File: src/design/mime_multipart_part_locator_unit_macros.svh
// Assertion macros shared by the part locator.
// Expects clk and rst in the scope of use.
`ifndef MIME_MULTIPART_PART_LOCATOR_UNIT_MACROS_SVH
`define MIME_MULTIPART_PART_LOCATOR_UNIT_MACROS_SVH

// same-cycle implication
`define MMPL_ASSERT_IMP(lbl, ante, cons, msg) \
  lbl: assert property (@(posedge clk) disable iff (rst) (ante) |-> (cons)) \
    else $error(msg);

// next-cycle implication
`define MMPL_ASSERT_NEXT(lbl, ante, cons, msg) \
  lbl: assert property (@(posedge clk) disable iff (rst) (ante) |=> (cons)) \
    else $error(msg);

`endif

File: src/design/mmpl_pkg.sv
// Shared types, codes and helpers of the MIME multipart part locator.
// No dependencies.
`timescale 1ns / 1ps

package mmpl_pkg;

  localparam int MAX_BOUNDARY_BYTES_DEF = 70;
  localparam int OFFSET_BITS_DEF        = 24;
  localparam int OUT_BITS               = 24;

  localparam logic [7:0] CH_CR   = 8'd13;
  localparam logic [7:0] CH_LF   = 8'd10;
  localparam logic [7:0] CH_DASH = 8'd45;

  localparam logic OP_LOAD = 1'b0;
  localparam logic OP_MSG  = 1'b1;

  localparam logic REG_BOUNDARY_LENGTH = 1'b0;
  localparam logic REG_PART_INDEX      = 1'b1;

  localparam logic [2:0] TRIM_CR   = 3'b001;
  localparam logic [2:0] TRIM_LF   = 3'b010;
  localparam logic [2:0] TRIM_DONE = 3'b100;

  typedef struct packed {
    logic       operation;
    logic [7:0] data_byte;
    logic [6:0] boundary_position;
    logic       last_byte;
  } beat_t;

  typedef struct packed {
    logic                valid;
    logic                found;
    logic [OUT_BITS-1:0] part_start;
    logic [OUT_BITS-1:0] part_length;
  } result_t;

  typedef struct packed {
    logic [2:0] flags;
    logic       inc;
  } trim_step_t;

  function automatic logic is_eol(logic [7:0] c);
    return (c == CH_CR) || (c == CH_LF);
  endfunction

  // one byte of leading trim: count bytes up to and including one EOL
  function automatic trim_step_t trim_feed(logic [2:0] flags, logic [7:0] c);
    trim_step_t r;
    logic [2:0] eol_bit;
    r.flags = flags;
    r.inc   = 1'b0;
    eol_bit = (c == CH_CR) ? TRIM_CR : TRIM_LF;
    if ((flags & TRIM_DONE) == 3'b000) begin
      if (is_eol(c)) begin
        if ((flags & eol_bit) != 3'b000) begin
          r.flags = flags | TRIM_DONE;
        end else begin
          r.flags = flags | eol_bit;
          r.inc   = 1'b1;
        end
      end else if ((flags & (TRIM_CR | TRIM_LF)) != 3'b000) begin
        r.flags = flags | TRIM_DONE;
      end else begin
        r.inc = 1'b1;
      end
    end
    return r;
  endfunction

endpackage

File: src/design/mmpl_in_if.sv
// Input channel of the part locator: valid/ready plus one byte beat.
// Depends on nothing.
`timescale 1ns / 1ps

interface mmpl_in_if;
  logic       valid;
  logic       ready;
  logic       operation;
  logic [7:0] data_byte;
  logic [6:0] boundary_position;
  logic       last_byte;

  modport source (output valid, operation, data_byte, boundary_position, last_byte,
                  input ready);
  modport sink (input valid, operation, data_byte, boundary_position, last_byte,
                output ready);
endinterface

File: src/design/mmpl_out_if.sv
// Result channel of the part locator: valid/ready plus found, start, length.
// Depends on nothing.
`timescale 1ns / 1ps

interface mmpl_out_if;
  logic        valid;
  logic        ready;
  logic        found;
  logic [23:0] part_start;
  logic [23:0] part_length;

  modport source (output valid, found, part_start, part_length, input ready);
  modport sink (input valid, found, part_start, part_length, output ready);
endinterface

File: src/design/mmpl_bstore.sv
// Boundary byte store: one write port, one registered read port with a
// write-after-read bypass for the held address. Depends on nothing.
`timescale 1ns / 1ps

module mmpl_bstore #(
  parameter int MAX_BOUNDARY_BYTES = 70,
  parameter int AW = (MAX_BOUNDARY_BYTES > 1) ? $clog2(MAX_BOUNDARY_BYTES) : 1
) (
  input  logic          clk,
  input  logic          rst,
  input  logic          wr_en,
  input  logic [AW-1:0] wr_addr,
  input  logic [7:0]    wr_data,
  input  logic          rd_en,
  input  logic [AW-1:0] rd_addr,
  output logic [7:0]    rd_data
);

  logic [7:0]    mem [MAX_BOUNDARY_BYTES];
  logic [7:0]    rd_q;
  logic [7:0]    byp_data;
  logic          byp;
  logic          byp_hit;
  logic [AW-1:0] hold_addr;

  assign byp_hit = wr_en && (rd_en ? (wr_addr == rd_addr) : (wr_addr == hold_addr));

  always_ff @(posedge clk) begin
    if (wr_en) begin
      mem[wr_addr] <= wr_data;
    end
    if (rd_en) begin
      rd_q <= mem[rd_addr];
    end
  end

  always_ff @(posedge clk) begin
    if (rst) begin
      byp       <= 1'b0;
      hold_addr <= '0;
    end else if (rd_en) begin
      hold_addr <= rd_addr;
      byp       <= wr_en && (wr_addr == rd_addr);
    end else if (wr_en && (wr_addr == hold_addr)) begin
      byp <= 1'b1;
    end
  end

  always_ff @(posedge clk) begin
    if (byp_hit) begin
      byp_data <= wr_data;
    end
  end

  assign rd_data = byp ? byp_data : rd_q;

endmodule

File: src/design/mmpl_close.sv
// Trim of a closed part: drop the leading delimiter tail and one trailing EOL.
// Depends on mmpl_pkg.
`timescale 1ns / 1ps

module mmpl_close
  import mmpl_pkg::*;
#(
  parameter int OFFSET_BITS = 24
) (
  input  logic [OFFSET_BITS-1:0] target_begin,
  input  logic [OFFSET_BITS-1:0] line_begin,
  input  logic [OFFSET_BITS-1:0] lead_count,
  input  logic [15:0]            recent_bytes,
  output logic [OFFSET_BITS-1:0] part_start,
  output logic [OFFSET_BITS-1:0] part_length
);

  logic [OFFSET_BITS-1:0] total;
  logic [OFFSET_BITS-1:0] lead;
  logic [OFFSET_BITS-1:0] rem;
  logic [OFFSET_BITS-1:0] tail;
  logic [7:0]             b1;
  logic [7:0]             b2;

  always_comb begin
    total = line_begin - target_begin;
    lead  = (lead_count > total) ? total : lead_count;
    rem   = total - lead;
    b1    = recent_bytes[7:0];
    b2    = recent_bytes[15:8];
    tail  = '0;
    if ((rem != '0) && is_eol(b1)) begin
      tail = OFFSET_BITS'(1);
      if ((rem > OFFSET_BITS'(1)) &&
          (((b2 == CH_CR) && (b1 != CH_CR)) || ((b2 == CH_LF) && (b1 != CH_LF)))) begin
        tail = OFFSET_BITS'(2);
      end
    end
    part_start  = target_begin + lead;
    part_length = rem - tail;
  end

endmodule

File: src/design/mmpl_scan.sv
// Per-byte delimiter scanner: match state, part counting, trim tracking.
// Depends on mmpl_pkg, mmpl_bstore and mmpl_close.
`timescale 1ns / 1ps

module mmpl_scan
  import mmpl_pkg::*;
#(
  parameter int MAX_BOUNDARY_BYTES = MAX_BOUNDARY_BYTES_DEF,
  parameter int OFFSET_BITS        = OFFSET_BITS_DEF
) (
  input  logic        clk,
  input  logic        rst,
  input  logic        accept,
  input  beat_t       beat,
  input  logic [6:0]  boundary_length,
  input  logic [15:0] part_index,
  output result_t     res
);

  localparam int AW = (MAX_BOUNDARY_BYTES > 1) ? $clog2(MAX_BOUNDARY_BYTES) : 1;
  localparam int MW = $clog2(MAX_BOUNDARY_BYTES + 3);
  localparam int OW = OFFSET_BITS;
  localparam logic [OW-1:0] OMAX = {OW{1'b1}};

  localparam logic [1:0] MODE_SEARCH  = 2'd0;
  localparam logic [1:0] MODE_TARGET  = 2'd1;
  localparam logic [1:0] MODE_STOPPED = 2'd2;
  localparam logic [1:0] MODE_FOUND   = 2'd3;

  localparam logic [1:0] DASH_IDLE = 2'd0;
  localparam logic [1:0] DASH_ONE  = 2'd1;
  localparam logic [1:0] DASH_TWO  = 2'd2;

  logic [MW-1:0] mp, mp_next;
  logic          als, als_next;
  logic [1:0]    mode, mode_next;
  logic [15:0]   parts, parts_next;
  logic [OW-1:0] off, off_next;
  logic [OW-1:0] tb, tb_next;
  logic [OW-1:0] ltc, ltc_next;
  logic [2:0]    ltf, ltf_next;
  logic [15:0]   recent, recent_next;
  logic [1:0]    dash, dash_next;
  logic [OW-1:0] dlb, dlb_next;

  logic [OW-1:0] ltc_fed;
  logic [2:0]    ltf_fed;
  trim_step_t    top_step;
  trim_step_t    open_step;
  logic [OW-1:0] off_inc;
  logic [MW-1:0] eff_len;
  logic [7:0]    c;
  logic          eol;
  logic          ok;
  logic          ord;
  logic          dash_before;
  logic          close_now;
  logic          bs_in_range;
  logic          ld_in_range;
  logic          wr_en;
  logic          rd_en;
  logic [7:0]    bs_data;
  logic [OW-1:0] cl_start;
  logic [OW-1:0] cl_length;

  assign c       = beat.data_byte;
  assign eol     = is_eol(c);
  assign off_inc = (off == OMAX) ? off : off + OW'(1);
  assign eff_len = ({1'b0, boundary_length} > 8'(MAX_BOUNDARY_BYTES)) ?
                   MW'(MAX_BOUNDARY_BYTES) : MW'(boundary_length);
  assign bs_in_range = MW'(mp - MW'(2)) < MW'(MAX_BOUNDARY_BYTES);
  assign ld_in_range = {2'b00, beat.boundary_position} < 9'(MAX_BOUNDARY_BYTES);

  mmpl_bstore #(
    .MAX_BOUNDARY_BYTES (MAX_BOUNDARY_BYTES)
  ) u_bstore (
    .clk     (clk),
    .rst     (rst),
    .wr_en   (wr_en),
    .wr_addr (AW'(beat.boundary_position)),
    .wr_data (c),
    .rd_en   (rd_en),
    .rd_addr (AW'(mp_next - MW'(2))),
    .rd_data (bs_data)
  );

  mmpl_close #(
    .OFFSET_BITS (OW)
  ) u_close (
    .target_begin (tb),
    .line_begin   (dlb),
    .lead_count   (ltc_fed),
    .recent_bytes (recent),
    .part_start   (cl_start),
    .part_length  (cl_length)
  );

  always_comb begin
    top_step = trim_feed(ltf, c);
    ltc_fed  = ltc;
    ltf_fed  = ltf;
    if (mode == MODE_TARGET) begin
      ltf_fed = top_step.flags;
      if (top_step.inc && (ltc != OMAX)) begin
        ltc_fed = ltc + OW'(1);
      end
    end
  end

  always_comb begin
    mp_next     = mp;
    als_next    = als;
    mode_next   = mode;
    parts_next  = parts;
    off_next    = off;
    tb_next     = tb;
    ltc_next    = ltc;
    ltf_next    = ltf;
    recent_next = recent;
    dash_next   = dash;
    dlb_next    = dlb;
    ok          = 1'b0;
    ord         = 1'b0;
    dash_before = 1'b0;
    close_now   = 1'b0;
    wr_en       = 1'b0;
    rd_en       = 1'b0;
    open_step   = trim_feed(3'b000, c);
    res         = '0;
    if (accept) begin
      if (beat.operation == OP_LOAD) begin
        wr_en = ld_in_range;
      end else begin
        rd_en = 1'b1;
        if (off == '0) begin
          parts_next = part_index;
        end
        if ((mode == MODE_SEARCH) || (mode == MODE_TARGET)) begin
          ltc_next = ltc_fed;
          ltf_next = ltf_fed;
          if (dash == DASH_ONE) begin
            if (c == CH_DASH) begin
              dash_next   = DASH_TWO;
              als_next    = 1'b0;
              recent_next = {recent[7:0], c};
            end else begin
              ord = 1'b1;
            end
          end else if (dash == DASH_TWO) begin
            if (c == CH_DASH) begin
              dash_next = DASH_IDLE;
              mode_next = MODE_STOPPED;
            end else begin
              ord         = 1'b1;
              dash_before = 1'b1;
            end
          end else if (mp != '0) begin
            if (eol) begin
              ok = 1'b0;
            end else if (mp < MW'(2)) begin
              ok = (c == CH_DASH);
            end else begin
              ok = bs_in_range && (c == bs_data);
            end
            if (!ok) begin
              mp_next     = '0;
              als_next    = eol;
              recent_next = {CH_DASH, c};
            end else begin
              mp_next = mp + MW'(1);
              if ((mp + MW'(1)) >= (eff_len + MW'(2))) begin
                mp_next  = '0;
                als_next = 1'b0;
                if (mode == MODE_TARGET) begin
                  close_now = 1'b1;
                end else begin
                  tb_next     = off_inc;
                  dash_next   = DASH_ONE;
                  recent_next = {CH_DASH, c};
                end
              end
            end
          end else if (als && !eol) begin
            als_next = 1'b0;
            if (c == CH_DASH) begin
              dlb_next = off;
              mp_next  = MW'(1);
            end else begin
              recent_next = {recent[7:0], c};
            end
          end else begin
            als_next    = eol;
            recent_next = {recent[7:0], c};
          end

          if (ord) begin
            dash_next = DASH_IDLE;
            if (parts_next != 16'd0) begin
              parts_next = parts_next - 16'd1;
              if (parts_next == 16'd0) begin
                mode_next = MODE_TARGET;
                ltf_next  = open_step.flags;
                ltc_next  = OW'(dash_before) + OW'(open_step.inc);
              end
            end
            als_next    = eol;
            recent_next = {recent[7:0], c};
          end

          if (close_now) begin
            tb_next   = cl_start;
            dlb_next  = cl_length;
            mode_next = MODE_FOUND;
          end
        end
        off_next = off_inc;

        if (beat.last_byte) begin
          res.valid = 1'b1;
          res.found = (mode_next == MODE_FOUND);
          if (mode_next == MODE_FOUND) begin
            res.part_start  = OUT_BITS'(tb_next);
            res.part_length = OUT_BITS'(dlb_next);
          end
          mp_next     = '0;
          als_next    = 1'b1;
          mode_next   = MODE_SEARCH;
          parts_next  = 16'd0;
          off_next    = '0;
          tb_next     = '0;
          ltc_next    = '0;
          ltf_next    = 3'b000;
          recent_next = 16'd0;
          dash_next   = DASH_IDLE;
          dlb_next    = '0;
        end
      end
    end
  end

  always_ff @(posedge clk) begin
    if (rst) begin
      mp     <= '0;
      als    <= 1'b1;
      mode   <= MODE_SEARCH;
      parts  <= 16'd0;
      off    <= '0;
      tb     <= '0;
      ltc    <= '0;
      ltf    <= 3'b000;
      recent <= 16'd0;
      dash   <= DASH_IDLE;
      dlb    <= '0;
    end else begin
      mp     <= mp_next;
      als    <= als_next;
      mode   <= mode_next;
      parts  <= parts_next;
      off    <= off_next;
      tb     <= tb_next;
      ltc    <= ltc_next;
      ltf    <= ltf_next;
      recent <= recent_next;
      dash   <= dash_next;
      dlb    <= dlb_next;
    end
  end

endmodule

File: src/design/mime_multipart_part_locator_unit.sv
// Locates one body part of a MIME multipart message. Load the boundary bytes
// (operation 0) once, set boundary_length and part_index while idle, then
// stream the message one byte per beat (operation 1), marking the final byte
// with last_byte. The block takes one beat every cycle; the result beat comes
// out in the cycle after the final byte is taken, from an output register that
// holds it while the message side keeps streaming. Per-byte cost is set by
// the single boundary-store read port: the next expected boundary byte is
// fetched at the same edge that advances the match. Input stalls only while
// a result is waiting and the result side is not ready.
// Depends on mmpl_pkg, mmpl_in_if, mmpl_out_if and mmpl_scan.
`timescale 1ns / 1ps
`include "mime_multipart_part_locator_unit_macros.svh"

module mime_multipart_part_locator_unit
  import mmpl_pkg::*;
#(
  parameter int MAX_BOUNDARY_BYTES = MAX_BOUNDARY_BYTES_DEF,
  parameter int OFFSET_BITS        = OFFSET_BITS_DEF
) (
  input  logic        clk,
  input  logic        rst,
  mmpl_in_if.sink     byte_ch,
  mmpl_out_if.source  result_ch,
  input  logic        cfg_write,
  input  logic        cfg_index,
  input  logic [15:0] cfg_data
);

  logic [6:0]          boundary_length;
  logic [15:0]         part_index;
  logic                accept;
  beat_t               beat;
  result_t             res;
  logic                out_valid;
  logic                out_found;
  logic [OUT_BITS-1:0] out_start;
  logic [OUT_BITS-1:0] out_length;

  always_ff @(posedge clk) begin
    if (rst) begin
      boundary_length <= 7'd1;
      part_index      <= 16'd1;
    end else if (cfg_write) begin
      unique case (cfg_index)
        REG_BOUNDARY_LENGTH: boundary_length <= cfg_data[6:0];
        REG_PART_INDEX:      part_index      <= cfg_data;
        default: ;
      endcase
    end
  end

  assign byte_ch.ready = !out_valid || result_ch.ready;
  assign accept        = byte_ch.valid && byte_ch.ready;

  assign beat.operation         = byte_ch.operation;
  assign beat.data_byte         = byte_ch.data_byte;
  assign beat.boundary_position = byte_ch.boundary_position;
  assign beat.last_byte         = byte_ch.last_byte;

  mmpl_scan #(
    .MAX_BOUNDARY_BYTES (MAX_BOUNDARY_BYTES),
    .OFFSET_BITS        (OFFSET_BITS)
  ) u_scan (
    .clk             (clk),
    .rst             (rst),
    .accept          (accept),
    .beat            (beat),
    .boundary_length (boundary_length),
    .part_index      (part_index),
    .res             (res)
  );

  always_ff @(posedge clk) begin
    if (rst) begin
      out_valid <= 1'b0;
    end else if (res.valid) begin
      out_valid <= 1'b1;
    end else if (result_ch.ready) begin
      out_valid <= 1'b0;
    end
  end

  always_ff @(posedge clk) begin
    if (res.valid) begin
      out_found  <= res.found;
      out_start  <= res.part_start;
      out_length <= res.part_length;
    end
  end

  assign result_ch.valid       = out_valid;
  assign result_ch.found       = out_found;
  assign result_ch.part_start  = out_start;
  assign result_ch.part_length = out_length;

  `MMPL_ASSERT_IMP(a_stall_when_full, result_ch.valid && !result_ch.ready, !byte_ch.ready, "input taken while result blocked")
  `MMPL_ASSERT_IMP(a_result_cause, $rose(result_ch.valid), $past(accept && (byte_ch.operation == OP_MSG) && byte_ch.last_byte), "result without final byte")
  `MMPL_ASSERT_IMP(a_zero_not_found, result_ch.valid && !result_ch.found, (result_ch.part_start == '0) && (result_ch.part_length == '0), "nonzero fields when not found")
  `MMPL_ASSERT_NEXT(a_load_no_result, accept && (byte_ch.operation == OP_LOAD) && !result_ch.valid, !result_ch.valid, "boundary load produced a result")

endmodule
File: src/flat_wrapper.sv
// flat-port wrapper written by rule: the top's interface ports become plain ports
module mime_multipart_part_locator_unit_flat import mmpl_pkg::*;
#(
  parameter int MAX_BOUNDARY_BYTES = MAX_BOUNDARY_BYTES_DEF,
  parameter int OFFSET_BITS        = OFFSET_BITS_DEF
)
  (clk, rst, cfg_write, cfg_index, cfg_data, byte_ch_valid, byte_ch_operation, byte_ch_data_byte, byte_ch_boundary_position, byte_ch_last_byte, byte_ch_ready, result_ch_valid, result_ch_found, result_ch_part_start, result_ch_part_length, result_ch_ready);
  mmpl_in_if byte_ch_i ();
  mmpl_out_if result_ch_i ();
  input  logic clk;
  input  logic rst;
  input  logic cfg_write;
  input  logic cfg_index;
  input  logic [15:0] cfg_data;
  input wire logic [$bits(byte_ch_i.valid)-1:0] byte_ch_valid;
  input wire logic [$bits(byte_ch_i.operation)-1:0] byte_ch_operation;
  input wire logic [$bits(byte_ch_i.data_byte)-1:0] byte_ch_data_byte;
  input wire logic [$bits(byte_ch_i.boundary_position)-1:0] byte_ch_boundary_position;
  input wire logic [$bits(byte_ch_i.last_byte)-1:0] byte_ch_last_byte;
  output wire logic [$bits(byte_ch_i.ready)-1:0] byte_ch_ready;
  output wire logic [$bits(result_ch_i.valid)-1:0] result_ch_valid;
  output wire logic [$bits(result_ch_i.found)-1:0] result_ch_found;
  output wire logic [$bits(result_ch_i.part_start)-1:0] result_ch_part_start;
  output wire logic [$bits(result_ch_i.part_length)-1:0] result_ch_part_length;
  input wire logic [$bits(result_ch_i.ready)-1:0] result_ch_ready;
  assign byte_ch_i.valid = byte_ch_valid;
  assign byte_ch_i.operation = byte_ch_operation;
  assign byte_ch_i.data_byte = byte_ch_data_byte;
  assign byte_ch_i.boundary_position = byte_ch_boundary_position;
  assign byte_ch_i.last_byte = byte_ch_last_byte;
  assign byte_ch_ready = byte_ch_i.ready;
  assign result_ch_valid = result_ch_i.valid;
  assign result_ch_found = result_ch_i.found;
  assign result_ch_part_start = result_ch_i.part_start;
  assign result_ch_part_length = result_ch_i.part_length;
  assign result_ch_i.ready = result_ch_ready;
  mime_multipart_part_locator_unit #(.MAX_BOUNDARY_BYTES(MAX_BOUNDARY_BYTES), .OFFSET_BITS(OFFSET_BITS)) u_core (.clk(clk), .rst(rst), .byte_ch(byte_ch_i), .result_ch(result_ch_i), .cfg_write(cfg_write), .cfg_index(cfg_index), .cfg_data(cfg_data));
endmodule
File: config.mk
export PLATFORM = sky130hd
export DESIGN_NAME = mime_multipart_part_locator_unit_flat
export DESIGN_NICKNAME = d
export VERILOG_FILES = /design/src/design/mmpl_pkg.sv /design/src/design/mmpl_in_if.sv /design/src/design/mmpl_out_if.sv /design/src/design/mmpl_bstore.sv /design/src/design/mmpl_close.sv /design/src/design/mmpl_scan.sv /design/src/design/mime_multipart_part_locator_unit.sv /design/src/flat_wrapper.sv
export VERILOG_INCLUDE_DIRS = /design/src /design/src/design
export SDC_FILE = /design/constraint.sdc
export NUM_CORES = 2
export LEC_CHECK = 0
export ABC_AREA = 1
export BUFFER_PORTS_ARGS = -buffer_cell sky130_fd_sc_hd__buf_4
export CORE_MARGIN = 1
export CORE_UTILIZATION = 50
export CTS_CLUSTER_DIAMETER = 60
export DETAILED_ROUTE_END_ITERATION = 10
export PLACE_DENSITY = 0.77
export SLEW_MARGIN = 10
export SYNTH_ARGS = -nofsm -noshare
export SYNTH_HDL_FRONTEND = slang
export SYNTH_SLANG_ARGS = --single-unit
export TNS_END_PERCENT = 50
File: constraint.sdc
create_clock -name clk -period 15 [get_ports clk]
set_clock_uncertainty 0.05 [all_clocks]
set_input_delay 2.25 -clock clk [delete_from_list [all_inputs] [get_ports clk]]
set_output_delay 2.25 -clock clk [all_outputs]
set_load 0.02 [all_outputs]
======== After elaboration in Yosys (flattened, before gate mapping) ========
Memories as Yosys holds them, arrays and structs flattened. A register that Yosys moved wholly into a read port is not among the register bits.
Cells that the tools add are included.
operators by class
  bitwise logic cells ..................... 3
  equality and inequality tests ........... 25
  $add $sub $neg .......................... 12
  order comparisons ....................... 7
  mux-type cells .......................... 149
  reductions and logical operators ........ 42
operator list
  kind                     number
  $mux W24                 28
  $mux W16                 19
  $mux W50                 3
  $mux W7                  12
  $sub A24 B24 Y24         3
  $mux W1                  50
  $mux W2                  25
  $add A24 B1 Y24 const B  2
  $eq A8 B4 Y1 const B     6
  $mux W48                 1
  $add A24 B24 Y24         1
  $eq A24 B24 Y1 const B   1
  $gt A24 B1 Y1 const B    1
  $gt A24 B24 Y1           1
  $logic_not A24 Y1        1
  $mux W3                  8
  $ne A24 B24 Y1 const B   1
  $reduce_bool A24 Y1      1
  $logic_not A16 Y1        1
  $ne A8 B4 Y1 const B     2
  $reduce_bool A16 Y1      1
  $sub A16 B1 Y16 const B  1
  $reduce_bool A5 Y1       3
  $eq A7 B7 Y1             2
  other kinds (36)         64
storage, ports and cells
  memory bits (writable) .................. 560
  register bits after elaboration ......... 232
  memories ................................ 1
memory list
  name                        words  width  rd ports  clocked after memory_dff  wr ports  RTL line           RTL
  u_core.u_scan.u_bstore.mem  70     8      1         1                         1         mmpl_bstore.sv:19  logic [7:0] mem [MAX_BOUNDARY_BYTES];

======== Logic depth before layout (Yosys ltp) ========
  depth after elaboration ................. 28
  gate-level depth with buffers ........... 73
  depth with buffers taken out ............ 71

======== Hierarchy ========
From an unflattened synthesis, not the netlist that was laid out.
second synthesis, totals
  cells, all modules ...................... 4,690
  area, all modules ....................... 41,568.6 um^2
by module, submodules not included
  module                            sequential area each (um^2)  area each (um^2)  instances  cells an instance
  mmpl_bstore                       17,456.7                     23,875.4          1          2,025
  mmpl_scan                         2,862.7                      10,496.3          1          1,693
  mmpl_close                        0.0                          4,819.6           1          802
  mime_multipart_part_locator_unit  1,951.9                      2,377.3           1          170

======== Worst setup path after synthesis ========
Ideal clock, no wire load.
  path kind ............................... in2reg
  start point ............................. input port byte_ch_data_byte[7]
  end point ............................... register u_core.out_length[22], in the netlist u_core.result_ch.part_length[22] (data pin)
  arrival time ............................ 10.518 ns
  library setup time ...................... 0.256 ns
  slack ................................... 4.176 ns
  buffers on the path ..................... 2
  stages on the path ...................... 64
  cells stage by stage .................... inv_1 nand2_1 nor2_1 nand2_1 nand2_1 nand3_2 nor2_4 inv_1 nor2_1 nand2_1 inv_1 nand2_1 nor2_1 nand4_1 xor2_1 inv_2 ha_1 nand4_1 [... 28 more ...] o21ai_1 inv_1 nor2_1 ha_1 fa_1 nand3_1 nor2_1 nand2_1 nor2_1 nand3_1 nor3_2 nand3_1 nor2_1 nand3_1 nand2_1 nand2_1 nand2_1 a21oi_1
on the way
  word-level cells in the longest chain between the ends .. 23
  elaborated cells between the ends (all ways) .. 67
  classes of those cells .................. 2 x add/sub; 2 x order compare; 5 x eq/ne; 47 x mux; 1 x bitwise; 10 x reduce/logical
ends and longest elaborated chain
  what                                                                     RTL line                                RTL
  start: declaration                                                       flat_wrapper.sv:17                      input wire logic [$bits(byte_ch_i.data_byte)-1:0] byte_ch_data_byte;
  parallel branches: the longest is 23 deep, another holds $gt A24 B24 Y1  n/a
  end signal: assignment                                                   mime_multipart_part_locator_unit.sv:87  out_length <= res.part_length;
  end: declaration                                                         mime_multipart_part_locator_unit.sv:37  logic [OUT_BITS-1:0] out_length;
Several ways; the timed one is not identified. The select of a mux whose other input is x is not followed.
A chain may end at the register's enable or synchronous reset.

======== Final worst setup path ========
  start point ............................. input port byte_ch_data_byte[3]
  end point ............................... register u_core.out_length[22], in the netlist u_core.result_ch.part_length[22] (data pin)
The elaborated chain is that of the path after synthesis.

==> impl_metrics.ini <==
[yosys]
ys.flop_type = edfxtp_1
syn_nets = 4520
synth-seq-cells = 800
ys_warn_count = 0
postSynth.asyncResetShare = 0
netlist_area_um2 = 40700
synth_cells = 4368
syn_avg_cell_area_um2 = 9.31
synth-seq-area-share = 0.548
synth-edff-count = 625
synth.distinct_cells = 60

[finish]
fin_cells = 5498
final_nets = 4521
area_growth_pct = 10.8
final_common_cell = nand2_1
fillers = 6844
mostFrequentLayoutCells = nand2_1 (643), edfxtp_1 (625), nor2_1 (554)
drive_above_1_share = 0.0965

[clocking]
htreeDepth = 3
clock_sinks = 800
clk-insertion-delay-late_ns = 0.67
cts_resized = 0
cts_buffers = 85
clockBufferDepth = 3
post_cts_buffers = 0
root_buffer = clkbuf_16
ctsHoldBuffers = 0
path_clk_slew_ns = 0.06
cts_tree = yes

[routing]
wl_per_cell_um = 20.5
ant_nets = 0
via_count = 32300
firstDrtPassIters = 8
highest_layer = met4
wl_met2_mm = 52.3
wl_met3_mm = 10.1
via_per_inst = 5.87
met1Wirelength_mm = 45.5
drtIter0Drc = 4101
drc = 0
routed_wl_mm = 113

[place]
gp_congestion = 0.964
portBuffers = 89
dp.cells = 5342
hpwl_mm = 72.2

[pwr]
p_total_mw = 4.88
ir_drop_mv = 0.112
power_density_nw_per_um2 = 108
leakagePower_nw = 16.4

[setup_path]
end_kind = flip-flop
cpPeakStageDelay_ns = 0.60
cp_common_cell = nand2_1
path_class = input port to flip-flop
required_ns = 15.32
cp_slowest_cell = buf_4
cp_max_fo = 75
crit_arrival_ns = 12.56
critPathLaunchType = input port

[sta]
hold_viol_final = 0
max_freq_ghz = 0.0817
grt_setup_unrepaired = no
finalSetupViolations = 0
holdWs_ns = 0.392
relSlewSlack = 0.103
period_needed_ns = 12.24
max_slew.worst_pin.slew_ns = 1.33
maxSlewViolCount = 0
period_share = 0.816
setup_tns_ns = 0

[floorplan]
row_count = 104
die_h_um = 287
die_w_um = 287
io_pins = 90
core_region_area_um2 = 80500
die_area_um2 = 82500
start_util = 0.505

[grt]
grt_pass1_wl_mm = 171
grt_overflow = 0
grt_pass1_vias = 29900
grt_max_degree = 203
antenna_found_initial = 1
grt_util_all_layers = 0.269

[hold_path]
hold_class = flip-flop to flip-flop

[job]
maxCapViolCount = 0

[run_status]
status = finished, final reports clean
## synth_stat cells (all sizes together) (36+ instances only)
cell,count,area share
nand2,649,0.061
edfxtp,625,0.46
nor3,39,0.0052
nand3,257,0.032
o211ai,225,0.042
a21oi,252,0.031
buf,55,0.0069
clkbuf,153,0.014
nor2,575,0.054
inv,422,0.039
ha,109,0.034
or2,105,0.016
xor2,99,0.022
dfxtp,175,0.086
o21ai,364,0.045
xnor2,36,0.0078
nand4,46,0.0072
## cell type report
class,instances,area [µm²],area share
sequential,800,22300,0.494
multi-input combinational,2933,16000,0.355
clock buffer,102,2230,0.0495
inverter,427,1610,0.0358
tap,1060,1330,0.0294
timing repair buffer,122,928,0.0206
clock inverter,52,689,0.0153
antenna,2,5.00,0.000111
## final timing paths
check,slack [ns],from,end,depth (start not counted)
worst max-delay path,2.76,byte_ch_data_byte[3],u_core.result_ch.part_length[22],62
worst min-delay path,0.39,u_core.u_scan.recent[14],u_core.u_scan.recent[14],2
worst max register to register,4.31,u_core.u_scan.tb[8],u_core.result_ch.part_length[22],60
worst min register to register,0.39,u_core.u_scan.recent[14],u_core.u_scan.recent[14],2
## per-stage QoR
step / util / setup slack [ns] / cell area [µm²]
floorplan: - / 4.18 / 40700
global placement: 0.523 / 2.39 / 42100
detailed placement: 0.523 / 2.12 / 42100
CTS: 0.559 / 2.77 / 45000
global route: 0.559 / 1.51 / 45000
finish: 0.559 / 2.76 / 45000
## worst max-delay path, delay by kind of cell
kind            cells  cell delay, ns
fa+ha+maj           5            1.42
buf+inv             9            1.27
simple gates       37            5.39
xor+xnor            2            0.45
compound gates      9            1.75
## cell families after synthesis
kind of cell | count (synthesis) | share of synthesized area
buf+inv | 635 | 0.0605
compound gates | 980 | 0.144
xor+xnor | 135 | 0.0293
fa+ha+maj | 113 | 0.0355
mux | 6 | 0.00182
flops | 800 | 0.548
simple gates | 1699 | 0.181
## flip-flops by register name, summed over array words and instances (netlist names), 16 cells and up
| signal | flops |
|---|---|
| u_core.result_ch.part_start | 24 |
| u_core.u_scan.tb | 24 |
| u_core.u_scan.off | 24 |
| u_core.result_ch.part_length | 24 |
| u_core.u_scan.u_bstore.mem | 560 |
| u_core.u_scan.dlb | 24 |
| u_core.part_index | 16 |
| u_core.u_scan.recent | 16 |
| u_core.u_scan.parts | 16 |
| u_core.u_scan.ltc | 24 |
## where the power goes
part           internal [mW]  switching [mW]
Sequential              2.40         0.00889
Clock                   1.27           0.919
Combinational         0.0772           0.209
## layer usage
metal | up-vias | track usage
li1 | 15200 | -
met1 | 15300 | 0.365
met2 | 1585 | 0.431
met3 | 261 | 0.0398
met4 | 0 | 0.111
met5 | - | 0
Note: power is estimated with default switching activity, not from simulation.
